## src/hw/rtl/codebook_delta_audio_decoder_defines.svh

```systemverilog
// ----------------------------------------------------------------------------
// Codebook delta audio decoder: assertion macros
// Concurrent check helpers shared by the decoder RTL.
// ----------------------------------------------------------------------------
`ifndef CODEBOOK_DELTA_AUDIO_DECODER_DEFINES_SVH
`define CODEBOOK_DELTA_AUDIO_DECODER_DEFINES_SVH

// same-cycle implication
`define CBDA_ASSERT_NOW(name, clk, rst_n, ante, cons, msg) \
	name: assert property (@(posedge clk) disable iff (!rst_n) (ante) |-> (cons)) \
		else $error(msg);

// next-cycle implication
`define CBDA_ASSERT_NEXT(name, clk, rst_n, ante, cons, msg) \
	name: assert property (@(posedge clk) disable iff (!rst_n) (ante) |=> (cons)) \
		else $error(msg);

`endif

```

## src/hw/rtl/cbda_pkg.sv

```systemverilog
// ----------------------------------------------------------------------------
// Codebook delta audio decoder package
// Block geometry, widths and configuration register indexes.
// ----------------------------------------------------------------------------
package cbda_pkg;

	localparam int BODY_UNIT   = 256;
	localparam int TABLE_DEPTH = 16;

	// mode 0: 16 codes, nibbles; mode 1: 4 codes, 2-bit, each applied twice
	localparam int CODES0 = 16;
	localparam int CODES1 = 4;
	localparam int BODY0  = 4 * BODY_UNIT;
	localparam int BODY1  = 2 * BODY_UNIT;
	localparam int HDR0   = 2 + 2 * CODES0;
	localparam int HDR1   = 2 + 2 * CODES1;
	localparam int BLK0   = HDR0 + BODY0;
	localparam int BLK1   = HDR1 + BODY1;
	localparam int SPB0   = 2 * BODY0;
	localparam int SPB1   = 8 * BODY1;

	localparam int POS_W   = $clog2(BLK0 + 1);
	localparam int CNT_W   = $clog2(SPB1 + 1);
	localparam int TIDX_W  = $clog2(TABLE_DEPTH);
	localparam int BLKN_W  = 16;
	localparam int FIRST_W = BLKN_W + CNT_W;
	localparam int SUB_W   = 3;

	localparam logic [SUB_W-1:0] SUB_LAST0 = SUB_W'(1);
	localparam logic [SUB_W-1:0] SUB_LAST1 = SUB_W'(7);

	localparam int CFG_W     = 32;
	localparam int CFG_IDX_W = 2;

	typedef logic [CFG_IDX_W-1:0] cfg_idx_t;
	localparam cfg_idx_t REG_MODE          = cfg_idx_t'(0);
	localparam cfg_idx_t REG_TOTAL_SAMPLES = cfg_idx_t'(1);
	localparam cfg_idx_t REG_BLOCK_COUNT   = cfg_idx_t'(2);

	typedef logic signed [15:0] sample_t;

endpackage

```

## src/hw/rtl/cbda_stream_if.sv

```systemverilog
// ----------------------------------------------------------------------------
// Codebook delta audio decoder stream interfaces
// Valid/ready channels for coded bytes in and decoded samples out.
// ----------------------------------------------------------------------------
interface cbda_byte_if;
	logic                        valid;
	logic                        ready;
	logic [7:0]                  data_byte;
	logic                        block_begin;
	logic [cbda_pkg::BLKN_W-1:0] block_number;

	modport source (output valid, data_byte, block_begin, block_number, input ready);
	modport sink (input valid, data_byte, block_begin, block_number, output ready);
endinterface

interface cbda_sample_if;
	logic              valid;
	logic              ready;
	cbda_pkg::sample_t sample;
	logic              last_of_block;

	modport source (output valid, sample, last_of_block, input ready);
	modport sink (input valid, sample, last_of_block, output ready);
endinterface

```

## src/hw/rtl/codebook_delta_audio_decoder.sv

```systemverilog
// ----------------------------------------------------------------------------
// Codebook delta audio decoder
// Decodes coded audio blocks byte by byte into clamped 16-bit samples.
// ----------------------------------------------------------------------------
// Usage:
//   byte_stream carries the bytes of a block: start sample (LE), delta table
//   (LE 16-bit entries), then body bytes; block_begin marks the first byte
//   and block_number is read with it. sample_stream returns one sample per
//   transfer, last_of_block set on the final wanted sample of a block.
//   Registers (mode, total_samples, block_count) are written through the
//   cfg_* port while the decoder is idle.
// Timing:
//   A byte is registered on transfer and each of its samples in the output
//   register. Header bytes go one per cycle; a body byte gives 2 samples in
//   mode 0, 8 in mode 1, one per cycle unless sample_stream stalls. The single
//   accumulator adder, stepped once per sample, sets that rate. A new byte
//   is taken in the cycle its predecessor issues its last sample.
// Reset:
//   arst_n clears control state and registers; the delta table is not
//   cleared and must be loaded by a block header before use.
// Backpressure:
//   While sample_stream stalls, the pending sample holds and the byte in
//   work pauses; byte_stream ready drops until it can finish.
// ----------------------------------------------------------------------------
`include "codebook_delta_audio_decoder_defines.svh"

module codebook_delta_audio_decoder (
	input  logic                        clk,
	input  logic                        arst_n,
	input  logic                        cfg_write_en,
	input  cbda_pkg::cfg_idx_t          cfg_index,
	input  logic [cbda_pkg::CFG_W-1:0]  cfg_data,
	cbda_byte_if.sink                   byte_stream,
	cbda_sample_if.source               sample_stream
);
	import cbda_pkg::*;

	// configuration
	logic              mode_q;
	logic [31:0]       total_q;
	logic [BLKN_W-1:0] bcount_q;

	// input register
	logic              valid_s1;
	logic [7:0]        byte_s1;
	logic              begin_s1;
	logic [BLKN_W-1:0] blk_s1;

	// decoder state
	logic [31:0]      acc_q;
	logic [POS_W-1:0] pos_q;
	logic [7:0]       low_q;
	logic [CNT_W-1:0] emitted_q;
	logic [CNT_W-1:0] wanted_q;
	logic             active_q;
	logic [SUB_W-1:0] sub_q;
	logic [15:0]      table_q [TABLE_DEPTH];

	// output register
	logic    out_valid_q;
	sample_t sample_q;
	logic    last_q;

	logic [POS_W-1:0]   hdr_len, blk_len, pos_inc, k;
	logic               in_range, body_byte, work, fire, finish, can_emit;
	logic               step_last, emit_last, done_after, byte_go;
	logic [CNT_W-1:0]   emitted_inc, spb;
	logic [FIRST_W-1:0] first;
	logic [31:0]        rest, acc_next;
	logic               start_ok;
	logic [CNT_W-1:0]   wanted_new;
	logic [3:0]         code;
	logic signed [15:0] delta_raw, delta;
	logic signed [16:0] d17;
	logic               tbl_we;
	logic [TIDX_W-1:0]  tbl_idx;
	sample_t            clamped;

	// ---------------------------------------------------------------- config
	always_ff @(posedge clk or negedge arst_n) begin
		if (!arst_n) begin
			mode_q   <= 1'b0;
			total_q  <= '0;
			bcount_q <= '0;
		end else if (cfg_write_en) begin
			case (cfg_index)
				REG_MODE:          mode_q   <= cfg_data[0];
				REG_TOTAL_SAMPLES: total_q  <= cfg_data[31:0];
				REG_BLOCK_COUNT:   bcount_q <= cfg_data[BLKN_W-1:0];
				default: ;
			endcase
		end
	end

	// ------------------------------------------------------------ geometry
	assign hdr_len   = mode_q ? POS_W'(HDR1) : POS_W'(HDR0);
	assign blk_len   = mode_q ? POS_W'(BLK1) : POS_W'(BLK0);
	assign spb       = mode_q ? CNT_W'(SPB1) : CNT_W'(SPB0);
	assign pos_inc   = pos_q + 1'b1;
	assign k         = pos_q - POS_W'(2);
	assign in_range  = pos_q < blk_len;
	assign body_byte = pos_q >= hdr_len;

	// block start: first sample index and how many samples this block owes
	assign first      = FIRST_W'(blk_s1) * FIRST_W'(spb);
	assign start_ok   = (blk_s1 < bcount_q) && (32'(first) < total_q);
	assign rest       = total_q - 32'(first);
	assign wanted_new = (rest < 32'(spb)) ? rest[CNT_W-1:0] : spb;

	// ------------------------------------------------------------ sample step
	always_comb begin
		if (mode_q) begin
			case (sub_q[2:1])
				2'd0:    code = {2'b00, byte_s1[1:0]};
				2'd1:    code = {2'b00, byte_s1[3:2]};
				2'd2:    code = {2'b00, byte_s1[5:4]};
				default: code = {2'b00, byte_s1[7:6]};
			endcase
		end else begin
			code = sub_q[0] ? byte_s1[7:4] : byte_s1[3:0];
		end
	end

	assign delta_raw = (int'(code) < TABLE_DEPTH) ? table_q[code[TIDX_W-1:0]] : '0;
	// halve toward zero: bias negatives by one before the arithmetic shift
	assign d17       = {delta_raw[15], delta_raw} + 17'(delta_raw[15]);
	assign delta     = mode_q ? d17[16:1] : delta_raw;
	assign acc_next  = acc_q + {{16{delta[15]}}, delta};

	always_comb begin
		if ($signed(acc_next) > 32'sd32767)
			clamped = 16'sh7FFF;
		else if ($signed(acc_next) < -32'sd32768)
			clamped = 16'sh8000;
		else
			clamped = acc_next[15:0];
	end

	assign emitted_inc = emitted_q + 1'b1;
	assign emit_last   = emitted_inc == wanted_q;
	assign done_after  = emitted_inc >= wanted_q;
	assign step_last   = (mode_q ? (sub_q == SUB_LAST1) : (sub_q == SUB_LAST0)) || done_after;

	assign work     = valid_s1 && !begin_s1 && active_q && in_range && body_byte
		&& (emitted_q < wanted_q);
	assign can_emit = !out_valid_q || sample_stream.ready;
	assign fire     = work && can_emit;
	assign finish   = work ? (fire && step_last) : valid_s1;
	assign byte_go  = byte_stream.valid && byte_stream.ready;

	assign byte_stream.ready = !valid_s1 || finish;

	// ------------------------------------------------------------ input reg
	always_ff @(posedge clk or negedge arst_n) begin
		if (!arst_n)
			valid_s1 <= 1'b0;
		else if (byte_stream.ready)
			valid_s1 <= byte_stream.valid;
	end

	always_ff @(posedge clk) begin
		if (byte_go) begin
			byte_s1  <= byte_stream.data_byte;
			begin_s1 <= byte_stream.block_begin;
			blk_s1   <= byte_stream.block_number;
		end
	end

	// ------------------------------------------------------------ delta table
	assign tbl_idx = k[TIDX_W:1];
	assign tbl_we  = valid_s1 && !begin_s1 && active_q && in_range && !body_byte
		&& (pos_q >= POS_W'(2)) && k[0] && (int'(k >> 1) < TABLE_DEPTH);

	always_ff @(posedge clk) begin
		if (tbl_we)
			table_q[tbl_idx] <= {byte_s1, low_q};
	end

	// ------------------------------------------------------------ block state
	always_ff @(posedge clk or negedge arst_n) begin
		if (!arst_n) begin
			acc_q     <= '0;
			pos_q     <= '0;
			low_q     <= '0;
			emitted_q <= '0;
			wanted_q  <= '0;
			active_q  <= 1'b0;
			sub_q     <= '0;
		end else if (valid_s1) begin
			if (begin_s1) begin
				active_q  <= start_ok;
				pos_q     <= start_ok ? POS_W'(1) : '0;
				emitted_q <= '0;
				wanted_q  <= start_ok ? wanted_new : '0;
				sub_q     <= '0;
				if (start_ok)
					low_q <= byte_s1;
			end else if (active_q) begin
				if (!in_range) begin
					active_q <= 1'b0;
				end else if (!body_byte) begin
					if (pos_q == '0)
						low_q <= byte_s1;
					else if (pos_q == POS_W'(1))
						acc_q <= {{16{byte_s1[7]}}, byte_s1, low_q};
					else if (!k[0])
						low_q <= byte_s1;
					pos_q <= pos_inc;
					if (pos_inc >= blk_len)
						active_q <= 1'b0;
				end else if (work) begin
					if (fire) begin
						acc_q     <= acc_next;
						emitted_q <= emitted_inc;
						if (step_last) begin
							sub_q <= '0;
							pos_q <= pos_inc;
							if (pos_inc >= blk_len || done_after)
								active_q <= 1'b0;
						end else begin
							sub_q <= sub_q + 1'b1;
						end
					end
				end else begin
					// body byte with nothing left to give
					pos_q    <= pos_inc;
					active_q <= 1'b0;
				end
			end
		end
	end

	// ------------------------------------------------------------ output reg
	always_ff @(posedge clk or negedge arst_n) begin
		if (!arst_n)
			out_valid_q <= 1'b0;
		else if (fire)
			out_valid_q <= 1'b1;
		else if (sample_stream.ready)
			out_valid_q <= 1'b0;
	end

	always_ff @(posedge clk) begin
		if (fire) begin
			sample_q <= clamped;
			last_q   <= emit_last;
		end
	end

	assign sample_stream.valid         = out_valid_q;
	assign sample_stream.sample        = sample_q;
	assign sample_stream.last_of_block = last_q;

	// ------------------------------------------------------------ checks
	`CBDA_ASSERT_NOW(a_no_overwrite, clk, arst_n, out_valid_q && !sample_stream.ready, !fire, "sample overwritten while output stalled")
	`CBDA_ASSERT_NOW(a_count_bound, clk, arst_n, active_q, emitted_q < wanted_q, "active block has no samples left")
	`CBDA_ASSERT_NEXT(a_last_ends_block, clk, arst_n, fire && emit_last, !active_q, "block still active after its last sample")

endmodule

```

## src/flat_wrapper.sv

```systemverilog
// flat-port wrapper written by rule: the top's interface ports become plain ports
module codebook_delta_audio_decoder_flat import cbda_pkg::*;
  (clk, arst_n, cfg_write_en, cfg_index, cfg_data, byte_stream_valid, byte_stream_data_byte, byte_stream_block_begin, byte_stream_block_number, byte_stream_ready, sample_stream_valid, sample_stream_sample, sample_stream_last_of_block, sample_stream_ready);
  cbda_byte_if byte_stream_i ();
  cbda_sample_if sample_stream_i ();
  input  logic clk;
  input  logic arst_n;
  input  logic cfg_write_en;
  input  cbda_pkg::cfg_idx_t cfg_index;
  input  logic [cbda_pkg::CFG_W-1:0] cfg_data;
  input wire logic [$bits(byte_stream_i.valid)-1:0] byte_stream_valid;
  input wire logic [$bits(byte_stream_i.data_byte)-1:0] byte_stream_data_byte;
  input wire logic [$bits(byte_stream_i.block_begin)-1:0] byte_stream_block_begin;
  input wire logic [$bits(byte_stream_i.block_number)-1:0] byte_stream_block_number;
  output wire logic [$bits(byte_stream_i.ready)-1:0] byte_stream_ready;
  output wire logic [$bits(sample_stream_i.valid)-1:0] sample_stream_valid;
  output wire logic [$bits(sample_stream_i.sample)-1:0] sample_stream_sample;
  output wire logic [$bits(sample_stream_i.last_of_block)-1:0] sample_stream_last_of_block;
  input wire logic [$bits(sample_stream_i.ready)-1:0] sample_stream_ready;
  assign byte_stream_i.valid = byte_stream_valid;
  assign byte_stream_i.data_byte = byte_stream_data_byte;
  assign byte_stream_i.block_begin = byte_stream_block_begin;
  assign byte_stream_i.block_number = byte_stream_block_number;
  assign byte_stream_ready = byte_stream_i.ready;
  assign sample_stream_valid = sample_stream_i.valid;
  assign sample_stream_sample = sample_stream_i.sample;
  assign sample_stream_last_of_block = sample_stream_i.last_of_block;
  assign sample_stream_i.ready = sample_stream_ready;
  codebook_delta_audio_decoder u_core (.clk(clk), .arst_n(arst_n), .cfg_write_en(cfg_write_en), .cfg_index(cfg_index), .cfg_data(cfg_data), .byte_stream(byte_stream_i), .sample_stream(sample_stream_i));
endmodule
```

## config.mk

```make
export PLATFORM = sky130hd
export DESIGN_NAME = codebook_delta_audio_decoder_flat
export DESIGN_NICKNAME = d
export VERILOG_FILES = /design/src/hw/rtl/cbda_pkg.sv /design/src/hw/rtl/cbda_stream_if.sv /design/src/hw/rtl/codebook_delta_audio_decoder.sv /design/src/flat_wrapper.sv
export VERILOG_INCLUDE_DIRS = /design/src /design/src/hw/rtl
export SDC_FILE = /design/constraint.sdc
export NUM_CORES = 1
export LEC_CHECK = 0
export BUFFER_PORTS_ARGS = -buffer_cell sky130_fd_sc_hd__clkbuf_2
export CORE_ASPECT_RATIO = 0.8
export CORE_MARGIN = 8
export CORE_UTILIZATION = 55
export CTS_BUF_LIST = sky130_fd_sc_hd__clkbuf_4 sky130_fd_sc_hd__clkbuf_8
export CTS_CLUSTER_SIZE = 12
export DETAILED_ROUTE_END_ITERATION = 6
export GPL_TIMING_DRIVEN = 0
export PLACE_DENSITY_LB_ADDON = 0.2
export SETUP_SLACK_MARGIN = 0.3
export SLEW_MARGIN = 15
export SYNTH_ARGS = -nofsm -noshare
export SYNTH_HDL_FRONTEND = slang
export SYNTH_SLANG_ARGS = --single-unit
```

## constraint.sdc

```tcl
create_clock -name clk -period 7.1 [get_ports clk]
set_input_delay 0.355 -clock clk [delete_from_list [all_inputs] [get_ports clk]]
set_output_delay 0.355 -clock clk [all_outputs]
set_load 0.005 [all_outputs]
```

==> run summary, run 1 <==
Syn Std Cell Area: 24640 um^2
Total of max-cap violations: 0
Worst setup SP type: register
Worst Setup Path Type: reg -> reg
Period minus WS final: 7407 ps
Fin. Hold Viols: 0
Clk Latency, worst-skew pair: 690 ps
Layout cells sized above 1: 22.99%
Internal: 6.472 mW
Num CTS Buffers: 72
Worst setup path startpoint: u_core.byte_s1[0]$_DFFE_PP_
NetSw: 4.382 mW
Asr flop ratio synth: 30.70%
Starting DRT DRC Count: 2411
CP Buf/Inv Count: 6
Period Utilization, post-route: 104.3%
Final ANT Viol Nets: 0
CP peak stage delay: 530 ps
DRT Pass-1 Iters: 5
Data arrival time of the critical path: 7820 ps
Post-synth EDFFs: 298
Combinational share of power: 47.1%
Slowest CP cell: edfxtp_1
DRC Markers: 0
Vias: 20.04k
Grt ovf: 0
Die area: 51870 um^2
Power per Cell Area: 363.0 nW/um^2
Most frequent cells in the layout: 298 x edfxtp_1, 197 x nand2_1, 163 x ha_1, 133 x a21oi_1, 131 x dfrtp_1
Final setup violation count: 17
Drt total wl: 74.11 mm
CTS Buffer Depth: 3
Starting density of the core: 55.63%
Worst hold start: cfg_index[0]
Yosys warning count: 0
Clock Sinks: 430
DP HPWL: 50.52 mm
Die extent in x: 252.6 um
Number of placement rows: 69
Sequential Power Share: 30.8%
Vias in the first global route: 19.38k
Slew headroom: 22.65%
Hold Crit Class: in -> reg
Leakage: 12.13 nW
Main synth FF type: edfxtp_1
Setup crit end kind: register
Clock share of power: 22.1%
Commonest non-fill, non-tap cell in the layout: edfxtp_1
Setup TNS: -4213 ps
Vias per Instance: 6.280
I/O pin cnt: 83
Fmax: 135.0 MHz
GRT Resource Usage Total: 27.92%
Final WS setup: -307.5 ps
Layout Area Growth over Synthesis: 21.34%
Violated checks: setup timing
TritonCTS clock tree: built
Clk root buf: clkbuf_8
Register area share after synthesis: 49.73%
Leading area contributor after synthesis: edfxtp_1
Status: finished, violations left
Wire length per cell: 23.22 um
Sw frac: 40.37%
Delay-heaviest family, CP: simple AND/OR/NAND/NOR gates
Synthesized instance count: 2194
Pin count of the biggest net entering global routing: 71
First-pass GRT wire length: 112.3 mm
Slew @ Worst Pin: 1160 ps
Crit path top cell by count: buf_12
Slew Viols, Final: 0
Max VDD drop: 0.2145 mV
Placed cells: 2912
Die Ht: 205.3 um
Nets: 2759
CP max FO: 10
Port Buf Inserts: 82
Seq cells post-synth: 430
Reg2reg start: u_core.byte_s1[0]$_DFFE_PP_
Post-route insts no fill: 3191
Area share of the largest cell type after synthesis: 36.32%
H-tree levels: 3
Initial antenna violation count: 1
Required time worst endpoint: 7510 ps
Synth top area cells: edfxtp_1 36%, dfrtp_1 13%, ha_1 8.5%
Avg Cell Area, Syn: 11.23 um^2
Unique masters post-synth: 97
Clk slew on worst S/H paths: 60 ps
RSZ-0062 raised after global routing: true
Clock Skew: 42.81 ps
Final RePlAce weighted congestion: 0.9263
Core Footprint: 44290 um^2
-- cell usage after synthesis, types with 34 or more instances --
cell type	number
nand2_1	202
o21ai_0	77
clkbuf_1	53
a21o_1	34
nand3_1	71
mux2i_1	90
dfrtp_1	132
xnor2_1	34
nor3_1	43
a21oi_1	138
inv_1	91
ha_1	167
mux2_2	79
nor2_1	136
edfxtp_1	298
-- state kept, by name (all words and copies together), names as in the netlist, 3 cells and up --
signal	count
u_core.acc_q	32
u_core.bcount_q	16
u_core.blk_s1	16
u_core.byte_s1	8
u_core.emitted_q	13
u_core.low_q	8
u_core.pos_q	11
u_core.sample_stream.sample	16
u_core.sub_q	3
u_core.table_q	256
u_core.total_q	32
u_core.wanted_q	13
-- metrics by stage --
stage	cell area (um^2)	util (%)	power [mW]	hold slack (ps)	setup slack (ps)
2_1_floorplan	24780	-	6.456	59.41	246.6
4_1_cts	29440	66.48	10.48	9.266	-157.8
5_1_grt	29890	67.49	11.40	43.35	-435.2
3_3_place_gp	25940	58.57	7.496	468.8	-2087
3_5_place_dp	26270	59.31	7.644	389.7	-2078
6_report	29900	67.51	10.85	60.02	-307.5
-- final timing paths --
path	endpoint	slack (ps)	cells after the start
max reg2reg	u_core.sample_stream.sample[12]$_SDFFCE_PN1P_	-310	28
max in group asynchronous	u_core.total_q[24]$_DFFE_PN0P_	6060	3
min in group asynchronous	u_core.acc_q[3]$_DFFE_PN0P_	230	2
min reg2reg	u_core.wanted_q[11]$_DFFE_PN0P_	500	1
max	u_core.sample_stream.sample[12]$_SDFFCE_PN1P_	-310	28
min	u_core.mode_q$_DFFE_PN0P_	60	3
-- kinds of logic after synthesis --
family,count (synthesis),synth area share [%]
compound gates,541,15.27
xor+xnor,60,2.133
fa+ha+maj,170,8.724
buf+inv,183,3.255
flops,430,49.73
mux,181,8.303
other cells,1,0.01522
simple gates,628,12.58
-- area by class of cell --
cell class	instances	area, um^2
Antenna cell	4	10.01
Buffer	91	629.4
Clock buffer	96	1221
Clock inverter	37	334.1
Fill cell	3278	14390
Inverter	92	345.3
Multi-Input combinational cell	1595	12410
Sequential cell	430	12250
Tap cell	603	754.5
Timing Repair Buffer	243	1938
-- worst register-to-register path, delay by kind of cell (launching register included) --
kind / cells / cell delay [ps]
buffers and inverters: 6 / 980
multiplexers: 2 / 830
adder cells (fa/ha/maj): 2 / 500
flip-flops: 1 / 530
AO/OA/AOI/OAI: 11 / 2140
AND/OR/NAND/NOR: 7 / 2170
-- power groups by stage --
stage	Sequential, mW	Clock, mW	Combinational [mW]
CTS	3.33	2.43	4.72
floorplan	3.26	0	3.20
global route	3.37	2.53	5.49
global placement	3.38	0	4.12
finish	3.35	2.40	5.11
detailed placement	3.39	0	4.25
-- layer usage --
metal | track usage (%) | vias to the layer above | share of wire, %
met3 | 6.715 | 178 | 11
li1 | - | 8995 | -
met4 | 9.288 | 0 | 2.9
met1 | 39.24 | 9753 | 42
met5 | 0 | - | 0
met2 | 42.29 | 1114 | 44
-- timing repair --
item	in CTS	in global routing
cloned	1	2
pin swaps	27	17
endpoints found under the hold margin	138	0
resized for setup	116	70
setup endpoints to repair	62	41
setup buffers	60	18
hold buffers	61	0
Power figures use the tool's default switching activity.
==> run 2: changes to the inputs <==
- SETUP_SLACK_MARGIN: 0.3 -> 0.1
==> run summary, run 2 (synthesis results as in run 1) <==
Slowest CP cell: mux4_2
Hold Crit Class: in -> reg
Slew headroom: 14.77%
CP peak stage delay: 580 ps
Die area: 51870 um^2
Starting density of the core: 55.63%
Clk root buf: clkbuf_8
Worst Setup Path Type: reg -> reg
Final setup violation count: 16
Die extent in x: 252.6 um
Design area: 29520 um^2
Grt ovf: 0
Pin count of the biggest net entering global routing: 68
Violated checks: DRC, setup timing
I/O pin cnt: 83
Leakage: 11.93 nW
Starting DRT DRC Count: 2309
Area after DPL: 26190 um^2
Max VDD drop: 0.2641 mV
Drt total wl: 73.80 mm
Wire length per cell: 23.34 um
Number of placement rows: 69
Fin. Hold Viols: 0
Period Utilization, post-route: 102.6%
Commonest non-fill, non-tap cell in the layout: edfxtp_1
Fmax: 137.3 MHz
Place WS: -2344 ps
Setup crit end kind: register
Clock Sinks: 430
Clk slew on worst S/H paths: 60 ps
Status: finished, violations left
Worst setup SP type: register
Nets: 2739
Final WS setup: -183.7 ps
Required time worst endpoint: 7460 ps
Total of max-cap violations: 0
Vias per Instance: 6.268
First-pass GRT wire length: 112.1 mm
Initial antenna violation count: 1
Num CTS Buffers: 71
GRT Resource Usage Total: 27.94%
Power per Cell Area: 359.2 nW/um^2
Slew Viols, Final: 0
Vias: 19.82k
Crit path top cell by count: buf_12
Data arrival time of the critical path: 7640 ps
Final ANT Viol Nets: 0
RSZ-0062 raised after global routing: true
Die Ht: 205.3 um
Clock Skew: 40.16 ps
Slew @ Worst Pin: 1279 ps
Port Buf Inserts: 82
DRC Markers: 1
DRT Pass-1 Iters: 7
Layout Area Growth over Synthesis: 19.80%
Biggest register: u_core.table_q
Final RePlAce weighted congestion: 0.9473
Period minus WS final: 7284 ps
Core Footprint: 44290 um^2
Largest registers: u_core.table_q (256), u_core.acc_q (32), u_core.total_q (32)
H-tree levels: 3
Layout cells sized above 1: 22.52%
Most frequent cells in the layout: 298 x edfxtp_1, 195 x nand2_1, 163 x ha_1, 133 x a21oi_1, 131 x dfrtp_1
TritonCTS clock tree: built
CTS Buffer Depth: 3
Vias in the first global route: 19.37k
CP max FO: 8
Clk Latency, worst-skew pair: 660 ps
Max reg flops: 256
DP HPWL: 50.28 mm
run 2: cell type report:
class                           instances  area, um^2
Antenna cell                            1       2.502
Buffer                                 88       579.3
Clock buffer                           97        1197
Clock inverter                         29       235.2
Fill cell                            3364       14770
Inverter                               92       345.3
Multi-Input combinational cell       1595       12400
Sequential cell                       430       12250
Tap cell                              603       754.5
Timing Repair Buffer                  227        1748
run 2: what timing repair did:
item	CTS	global route
endpoints found under the setup margin	60	38
hold buffers	61	0
setup buffers	55	11
gates resized for setup	123	58
pin swaps	19	23
gates cloned	1	1
hold endpoints to repair	140	0
run 2: path summary, 6_finish.rpt:
kind | endpoint | slack (ps) | cells past startpoint | startpoint
setup / recovery | u_core.sample_stream.sample[2]$_SDFFCE_PN1P_ | -180 | 27 | u_core.byte_s1[5]$_DFFE_PP_
hold / removal | u_core.sample_stream.valid$_DFFE_PN0P_ | 50 | 4 | sample_stream_ready
setup reg to reg | u_core.sample_stream.sample[2]$_SDFFCE_PN1P_ | -180 | 27 | u_core.byte_s1[5]$_DFFE_PP_
hold reg to reg | u_core.wanted_q[4]$_DFFE_PN0P_ | 500 | 1 | u_core.wanted_q[4]$_DFFE_PN0P_
max in group asynchronous | u_core.mode_q$_DFFE_PN0P_ | 6040 | 3 | arst_n
min in group asynchronous | u_core.acc_q[9]$_DFFE_PN0P_ | 290 | 2 | arst_n
run 2: per-stage QoR:
stage	util (%)	setup TNS (ps)	std cells	power (mW)	hold WS, ps
6_report	66.65	-2340	3162	10.60	53.23
5_1_grt	66.64	-5416	3161	11.17	44.14
4_1_cts	65.85	-2321	3150	10.31	11.98
3_5_place_dp	59.13	-70410	2909	7.593	417.8
3_3_place_gp	58.44	-101720	2892	7.447	467.3
2_1_floorplan	-	0	2207	6.418	59.41
run 2: routing by layer:
| layer | global-route usage [%] | share of wire, % | vias to the layer above |
|---|---|---|---|
| met5 | 0 | 0 | - |
| met4 | 9.247 | 3.3 | 0 |
| met3 | 6.741 | 11 | 183 |
| met2 | 42.47 | 44 | 1063 |
| met1 | 39.15 | 42 | 9633 |
| li1 | - | - | 8939 |
run 2: critical path: cells and delay by family (launching register included):
family / cells / cell delay [ps]
simple gates: 7 / 1990
flops: 1 / 490
fa+ha+maj: 2 / 470
compound gates: 11 / 2100
mux: 3 / 1340
buf+inv: 4 / 580
run 2: report_power, final:
| group | total, mW | internal, mW | leakage, nW | switching, mW |
|---|---|---|---|---|
| clock | 2.24 | 1.21 | 0.766 | 1.02 |
| sequential | 3.35 | 3.05 | 4.38 | 0.298 |
| combinational | 5.02 | 2.05 | 6.79 | 2.97 |
| total | 10.6 | 6.31 | 11.9 | 4.29 |
